===== config.mk =====
export PLATFORM = sky130hd
export DESIGN_NAME = gscc_conv_pipe
export DESIGN_NICKNAME = d
export VERILOG_FILES = /design/src/design/gscc_pkg.sv /design/src/design/gscc_conv_pipe.sv
export SDC_FILE = /design/constraint.sdc
export NUM_CORES = 2
export LEC_CHECK = 0
export BUFFER_PORTS_ARGS = -buffer_cell sky130_fd_sc_hd__buf_2
export CELL_PAD_IN_SITES_DETAIL_PLACEMENT = 1
export CELL_PAD_IN_SITES_GLOBAL_PLACEMENT = 2
export CORE_MARGIN = 2
export CORE_UTILIZATION = 41
export CTS_BUF_LIST = sky130_fd_sc_hd__clkbuf_4 sky130_fd_sc_hd__clkbuf_8
export CTS_CLUSTER_DIAMETER = 120
export DETAILED_ROUTE_END_ITERATION = 16
export GPL_TIMING_DRIVEN = 1
export PLACE_DENSITY = 0.8
export SLEW_MARGIN = 20
export SYNTH_ARGS = -nofsm -noshare
export SYNTH_HDL_FRONTEND = slang
export SYNTH_SLANG_ARGS = --single-unit

===== constraint.sdc =====
create_clock -name clk -period 21.4 [get_ports clk]
set_input_delay 4.28 -clock clk [delete_from_list [all_inputs] [get_ports clk]]
set_output_delay 4.28 -clock clk [all_outputs]
set_load 0.005 [all_outputs]

===== src/design/gscc_pkg.sv =====
// ----------------------------------------------------------------------------
// gscc_pkg
// Sizes, field offsets, shared types and the Q3.12 round-and-saturate
// function of the gated short causal convolution.
// ----------------------------------------------------------------------------
package gscc_pkg;

    localparam int LAYERS     = 16;
    localparam int CHANNELS   = 2048;
    localparam int HIST_DEPTH = LAYERS * CHANNELS;
    localparam int HIST_AW    = $clog2(HIST_DEPTH);

    localparam int LAYER_W   = 4;
    localparam int CHAN_W    = 11;
    localparam int Q_W       = 16;
    localparam int FRAC_BITS = 12;
    localparam int PROD_W    = 2 * Q_W;
    localparam int ACC_W     = PROD_W + 2;
    localparam int ENTRY_W   = 2 * Q_W;

    localparam int OFS_LAYER = 0;
    localparam int OFS_CHAN  = OFS_LAYER + LAYER_W;
    localparam int OFS_B     = OFS_CHAN + CHAN_W;
    localparam int OFS_C     = OFS_B + Q_W;
    localparam int OFS_X     = OFS_C + Q_W;
    localparam int OFS_W0    = OFS_X + Q_W;
    localparam int OFS_W1    = OFS_W0 + Q_W;
    localparam int OFS_W2    = OFS_W1 + Q_W;
    localparam int IN_BITS   = OFS_W2 + Q_W;
    localparam int IN_TDATA_W  = ((IN_BITS + 7) / 8) * 8;
    localparam int OUT_TDATA_W = Q_W;

    localparam int Q_MAX = (1 << (Q_W - 1)) - 1;
    localparam int Q_MIN = -(1 << (Q_W - 1));

    typedef logic signed [Q_W-1:0]    q_t;
    typedef logic signed [PROD_W-1:0] prod_t;
    typedef logic signed [ACC_W-1:0]  acc_t;
    typedef logic [HIST_AW-1:0]       hist_addr_t;
    typedef logic [ENTRY_W-1:0]       hist_entry_t;

    typedef struct packed {
        logic clip;
        q_t   value;
    } rsat_t;

    // One item leaving the history stage.
    typedef struct packed {
        q_t   g;
        q_t   h_old;
        q_t   h_new;
        q_t   w0;
        q_t   w1;
        q_t   w2;
        q_t   c;
        logic clip;
    } gate_item_t;

    function automatic acc_t widen(prod_t p);
        return {{(ACC_W - PROD_W){p[PROD_W-1]}}, p};
    endfunction

    // Q6.24 to Q3.12: add half an LSB, floor by arithmetic shift, then clip.
    function automatic rsat_t round_sat(acc_t v);
        acc_t  r;
        rsat_t res;
        r = (v + acc_t'(1 << (FRAC_BITS - 1))) >>> FRAC_BITS;
        if (r > acc_t'(Q_MAX))
        begin
            res.clip  = 1'b1;
            res.value = q_t'(Q_MAX);
        end
        else if (r < acc_t'(Q_MIN))
        begin
            res.clip  = 1'b1;
            res.value = q_t'(Q_MIN);
        end
        else
        begin
            res.clip  = 1'b0;
            res.value = r[Q_W-1:0];
        end
        return res;
    endfunction

endpackage


===== src/design/gscc_conv_pipe.sv =====
// ----------------------------------------------------------------------------
// gscc_conv_pipe
// Arithmetic pipeline: three tap products, rounded sum, output gate product
// and final rounding into the output register.
// ----------------------------------------------------------------------------
module gscc_conv_pipe
    import gscc_pkg::*;
(
    input  logic                   clk,
    input  logic                   rst_n,
    input  logic                   item_valid,
    output logic                   item_ready,
    input  gate_item_t             item,
    output logic                   m_axis_tvalid,
    input  logic                   m_axis_tready,
    output logic [OUT_TDATA_W-1:0] m_axis_tdata,
    output logic                   m_axis_tuser
);

    logic       s2_v_reg, s2_v_next;
    gate_item_t s2_reg;
    logic       s3_v_reg, s3_v_next;
    prod_t      s3_p0_reg, s3_p1_reg, s3_p2_reg;
    q_t         s3_c_reg;
    logic       s3_clip_reg;
    logic       s4_v_reg, s4_v_next;
    q_t         s4_y_reg, s4_c_reg;
    logic       s4_clip_reg;
    logic       s5_v_reg, s5_v_next;
    prod_t      s5_prod_reg;
    logic       s5_clip_reg;
    logic       out_v_reg, out_v_next;
    q_t         out_data_reg;
    logic       out_sat_reg;

    logic  rdy_out, rdy5, rdy4, rdy3, rdy2;
    acc_t  sum;
    rsat_t y_rs, r_rs;

    assign rdy_out    = !out_v_reg || m_axis_tready;
    assign rdy5       = !s5_v_reg || rdy_out;
    assign rdy4       = !s4_v_reg || rdy5;
    assign rdy3       = !s3_v_reg || rdy4;
    assign rdy2       = !s2_v_reg || rdy3;
    assign item_ready = rdy2;

    assign sum  = widen(s3_p0_reg) + widen(s3_p1_reg) + widen(s3_p2_reg);
    assign y_rs = round_sat(sum);
    assign r_rs = round_sat(widen(s5_prod_reg));

    always_comb
    begin
        s2_v_next  = rdy2 ? item_valid : s2_v_reg;
        s3_v_next  = rdy3 ? s2_v_reg : s3_v_reg;
        s4_v_next  = rdy4 ? s3_v_reg : s4_v_reg;
        s5_v_next  = rdy5 ? s4_v_reg : s5_v_reg;
        out_v_next = rdy_out ? s5_v_reg : out_v_reg;
    end

    always_ff @(posedge clk or negedge rst_n)
    begin
        if (!rst_n)
        begin
            s2_v_reg  <= 1'b0;
            s3_v_reg  <= 1'b0;
            s4_v_reg  <= 1'b0;
            s5_v_reg  <= 1'b0;
            out_v_reg <= 1'b0;
        end
        else
        begin
            s2_v_reg  <= s2_v_next;
            s3_v_reg  <= s3_v_next;
            s4_v_reg  <= s4_v_next;
            s5_v_reg  <= s5_v_next;
            out_v_reg <= out_v_next;
        end
    end

    always_ff @(posedge clk)
    begin
        if (rdy2)
        begin
            s2_reg <= item;
        end
        if (rdy3)
        begin
            s3_p0_reg   <= prod_t'(s2_reg.w0) * prod_t'(s2_reg.h_old);
            s3_p1_reg   <= prod_t'(s2_reg.w1) * prod_t'(s2_reg.h_new);
            s3_p2_reg   <= prod_t'(s2_reg.w2) * prod_t'(s2_reg.g);
            s3_c_reg    <= s2_reg.c;
            s3_clip_reg <= s2_reg.clip;
        end
        if (rdy4)
        begin
            s4_y_reg    <= y_rs.value;
            s4_c_reg    <= s3_c_reg;
            s4_clip_reg <= s3_clip_reg || y_rs.clip;
        end
        if (rdy5)
        begin
            s5_prod_reg <= prod_t'(s4_y_reg) * prod_t'(s4_c_reg);
            s5_clip_reg <= s4_clip_reg;
        end
        if (rdy_out)
        begin
            out_data_reg <= r_rs.value;
            out_sat_reg  <= s5_clip_reg || r_rs.clip;
        end
    end

    assign m_axis_tvalid = out_v_reg;
    assign m_axis_tdata  = out_data_reg;
    assign m_axis_tuser  = out_sat_reg;

endmodule


* After elaboration in Yosys (flattened, before gate mapping)
Index checks and enable logic that the tools add are counted.
** Storage, ports and cells
- Register bits after elaboration :: 314
- Input bits :: 117
- Output and inout port bits :: 19
- Logic and storage cells :: 53
** Cells by class
- Add/sub/neg operators :: 4
- Multiply operators :: 4
- Magnitude comparators :: 4
- Muxes and demuxes :: 4
- Reductions and logical operators :: 12
** Operators with widths (count)
- $mul 16x16->32 :: 4
- $mux 17 :: 4
- $add 33x32->34 :: 1
- $add 34x13->34 const B :: 1
- $add 32x13->33 const B :: 1
- $add 32x32->33 :: 1
- $gt 22x16->1 const B :: 1
- $lt 22x16->1 const B :: 1
- $gt 21x16->1 const B :: 1
- $lt 21x16->1 const B :: 1
- $logic_or 1x1->1 :: 7
- $logic_not 1->1 :: 5

* Depth between registers and ports, before layout
- Depth after elaboration :: 7
- Gate-level depth with buffers :: 23
- Depth with buffers taken out :: 22

* Least setup slack after synthesis
Ideal clock, no wire load.
- Path type :: input -> output
- Start point :: in m_axis_tready
- End point :: out item_ready
- Arrival time :: 10189 ps
- Required time :: 17120 ps
- Slack :: 6931 ps
- Cell stages on the path :: 4
- Buffers on the path :: 0
- Path through :: nor2b_1 nand4_1 inv_1 nand2_1
** Between the ends
- Longest elaborated chain between the ends :: 5
** Ends and longest elaborated chain
- start, declared :: line gscc_conv_pipe.sv:15 : input logic m_axis_tready,
- $logic_or 1x1->1 :: line gscc_conv_pipe.sv:40 : assign rdy_out = !out_v_reg || m_axis_tready;
- $logic_or 1x1->1 :: line gscc_conv_pipe.sv:41 : assign rdy5 = !s5_v_reg || rdy_out;
- $logic_or 1x1->1 :: line gscc_conv_pipe.sv:42 : assign rdy4 = !s4_v_reg || rdy5;
- $logic_or 1x1->1 :: line gscc_conv_pipe.sv:43 : assign rdy3 = !s3_v_reg || rdy4;
- named net rdy3 :: line gscc_conv_pipe.sv:36 : logic rdy_out, rdy5, rdy4, rdy3, rdy2;
- $logic_or 1x1->1 :: line gscc_conv_pipe.sv:44 : assign rdy2 = !s2_v_reg || rdy3;
- end, declared :: line gscc_conv_pipe.sv:12 : output logic item_ready,
The timed path passes the listed nets, and every way through them passes these cells.

* Worst setup path in the final report
Same ends and word-level chain as after synthesis.

==> impl_metrics.ini <==
[sta]
maxSlewHeadroom_pct = 33.2
final_hold_viol_count = 0
finalCriticalPeriod_ns = 9.73
setup_viol = 0
clock_skew_ns = 0.0463
period_share_pct = 45.5
rsz0062_at_grt = false
report.final.slew_viol_count = 0
setup_tns_ns = 0
fmax_mhz = 103
max_slew.worst_pin.slew_ns = 1.00

[setup_path]
path_common_cell = buf_2
r2r-start = s4_y_reg[7]
path_cells = buf_2, nor2b_1, nand4_1, inv_1, nand2_4, buf_2
cp_data_required_time_ns = 17.12
worstPathArrival_ns = 5.45
worst_path_largest_cell_delay_ns = 0.38
reg2reg_depth = 19
rr_endpoint = s5_prod_reg[31]
critPathCapture = item_ready
cp-end-kind = output port
crit_path_top_delay_cell = nor2b_1
cp-start-kind = input pin
crit_start = m_axis_tready
cp_max_fo = 5
ff2ff_setup_slack_ns = 14.36
worstSetupPathType = input pin to output port

[synthesis]
ys.flop_type = edfxtp_1
synth_area_leader_cell = fa_1
synth_seq_cells = 303
syn_nets = 6544
synth_area_um2 = 51000
synth_area_leaders = fa_1, edfxtp_1, ha_1
synth_top_cell_area_share_pct = 42.3
ys_types = 72
yosys.cell_count.top_type = inv_1
avgSynthCellArea_um2 = 10.3
synth_common_cells = inv_1, fa_1, nand2_1
async_flop_share_pct = 1.65
synth_edf_count = 298
yosysSeqAreaShare_pct = 17.8
ys_warn_count = 0
postSynthCellCount = 4961

[detailed_routing]
wl_met2_um = 63400
wirelength_um = 124000
ant_nets = 0
wl_met3_um = 3450
wl_met1_um = 53600
routed_via_density = 4.93
highest_layer = met4
firstDrtPassIters = 5
wl_per_cell_um = 18.4
drtIter0Drc = 1420
vias = 33200
drc_errors = 0

[global_route]
grt_pass1_vias = 38500
grt_pass1_wl_um = 206000
antenna_found_initial = 3
grt_max_degree = 115
globalRouteOverflowTotal = 0
grt_usage_pct = 20.7

[clock_tree]
cts_root_buf = clkbuf_8
cts.hold.buffers_added = 0
clockBufferDepth = 3
cts.sinks = 303
clk_latency_ns = 0.75
cts_setup_buffers = 0
cts_buffers = 68
clkTransAtPathRegs_ns = 0.05
ctsResizeCount = 0
tritoncts = yes
htreeDepth = 3

[run_status]
status = completed

[floorplan]
io_pins = 136
die-area_um2 = 127000
die_w_um = 357
start_util_pct = 41.3
coreArea_um2 = 124000
row_count = 129
die-height_um = 357

[cells_and_area]
num-fill-cells = 14000
fin_nets = 6622
register_area_um2 = 9070
multi_input_area_um2 = 36800
largest_reg_flops = 113
area_delta_synth_final_pct = 7.24
drive_above_1_share_pct = 5.46

[worst_hold_path]
holdCritPathClass = flop to flop

[placement]
port_buffers = 135
routabilityCongestion = 0.797
hpwl_um = 102000

[job]
drv_cap = 0
==> cell usage in the layout, fill, tap and decap left out, drive strengths merged, types with 5 or more instances in the layout <==
| cell | synthesis | layout |
|---|---|---|
| fa | 1078 | 1078 |
| clkinv | 0 | 20 |
| ha | 388 | 388 |
| nand2 | 539 | 539 |
| nor2b | 7 | 7 |
| o21ai | 76 | 76 |
| nor3 | 16 | 16 |
| o31ai | 6 | 6 |
| bufinv | 0 | 6 |
| edfxtp | 298 | 298 |
| and2 | 501 | 501 |
| inv | 1241 | 1243 |
| a31oi | 16 | 16 |
| o21a | 18 | 18 |
| or3 | 6 | 6 |
| a211oi | 13 | 13 |
| a21o | 57 | 57 |
| clkinvlp | 0 | 10 |
| nand4 | 14 | 14 |
| nand2b | 37 | 37 |
| a21oi | 95 | 95 |
| xnor2 | 127 | 127 |
| nand3 | 35 | 35 |
| or2 | 6 | 6 |
| nor2 | 111 | 111 |
| xor2 | 39 | 39 |
| o21bai | 15 | 15 |
| buf | 3 | 142 |
| clkbuf | 131 | 80 |
| and3 | 14 | 14 |
| dfrtp | 5 | 5 |
==> metrics by stage <==
stage | std cells | util [%] | worst slack [ns] | hold WS, ns | area, µm²
global placement | 6606 | 43.1 | 11.66 | 0.405 | 53300
floorplan | 4961 | - | 6.93 | 0.400 | 51000
finish | 6728 | 44.2 | 11.67 | 0.414 | 54700
detailed placement | 6606 | 43.1 | 11.64 | 0.406 | 53300
global route | 6726 | 44.2 | 11.57 | 0.430 | 54700
CTS | 6724 | 44.2 | 11.64 | 0.418 | 54700
==> critical path, delay by kind of cell <==
| family | cells | cell delay (ns) |
|---|---|---|
| AND/OR/NAND/NOR | 3 | 0.76 |
| buffers and inverters | 3 | 0.42 |
==> cells by family (layout without fill, tap and decap cells) <==
kind of cell | Yosys count | count (layout) | share of synthesized area (%)
compound gates | 346 | 346 | 4.51
xor+xnor | 166 | 166 | 2.92
fa+ha+maj | 1466 | 1466 | 51.8
buf+inv | 1375 | 1501 | 10.1
flops | 303 | 303 | 17.8
mux | 4 | 4 | 0.0785
other cells | 0 | 4 | 0
simple gates | 1301 | 1301 | 12.7
==> final cells by class <==
class	instances	area share (%)
clock inverters	38	0.657
multi-input cells	3283	67.2
inverters	1241	8.52
diodes	4	0.0183
repair buffers	142	1.35
flip-flops and latches	303	16.6
clock buffers	80	1.89
well taps	1637	3.74
==> worst min path at each step <==
| stage | start | to | slack [ns] | depth (start not counted) |
|---|---|---|---|---|
| 6_report | s4_clip_reg | s5_clip_reg | 0.41 | 0 |
| 5_1_grt | s2_reg[12] | s3_c_reg[11] | 0.43 | 0 |
| 4_1_cts | s4_clip_reg | s5_clip_reg | 0.42 | 0 |
| 3_5_place_dp | s3_c_reg[8] | s4_c_reg[8] | 0.41 | 0 |
| 3_3_place_gp | s4_clip_reg | s5_clip_reg | 0.41 | 0 |
| 2_1_floorplan | s2_reg[1] | s3_c_reg[0] | 0.40 | 0 |
==> routing by layer <==
layer	global-route usage, %	vias to the layer above
li1	-	15100
met2	36.7	408
met1	26.5	17500
met5	0	-
met3	2.54	154
met4	5.85	0
Power is not shown: default switching activity piles up to over one toggle a cycle in this logic, so the estimate is an artifact.
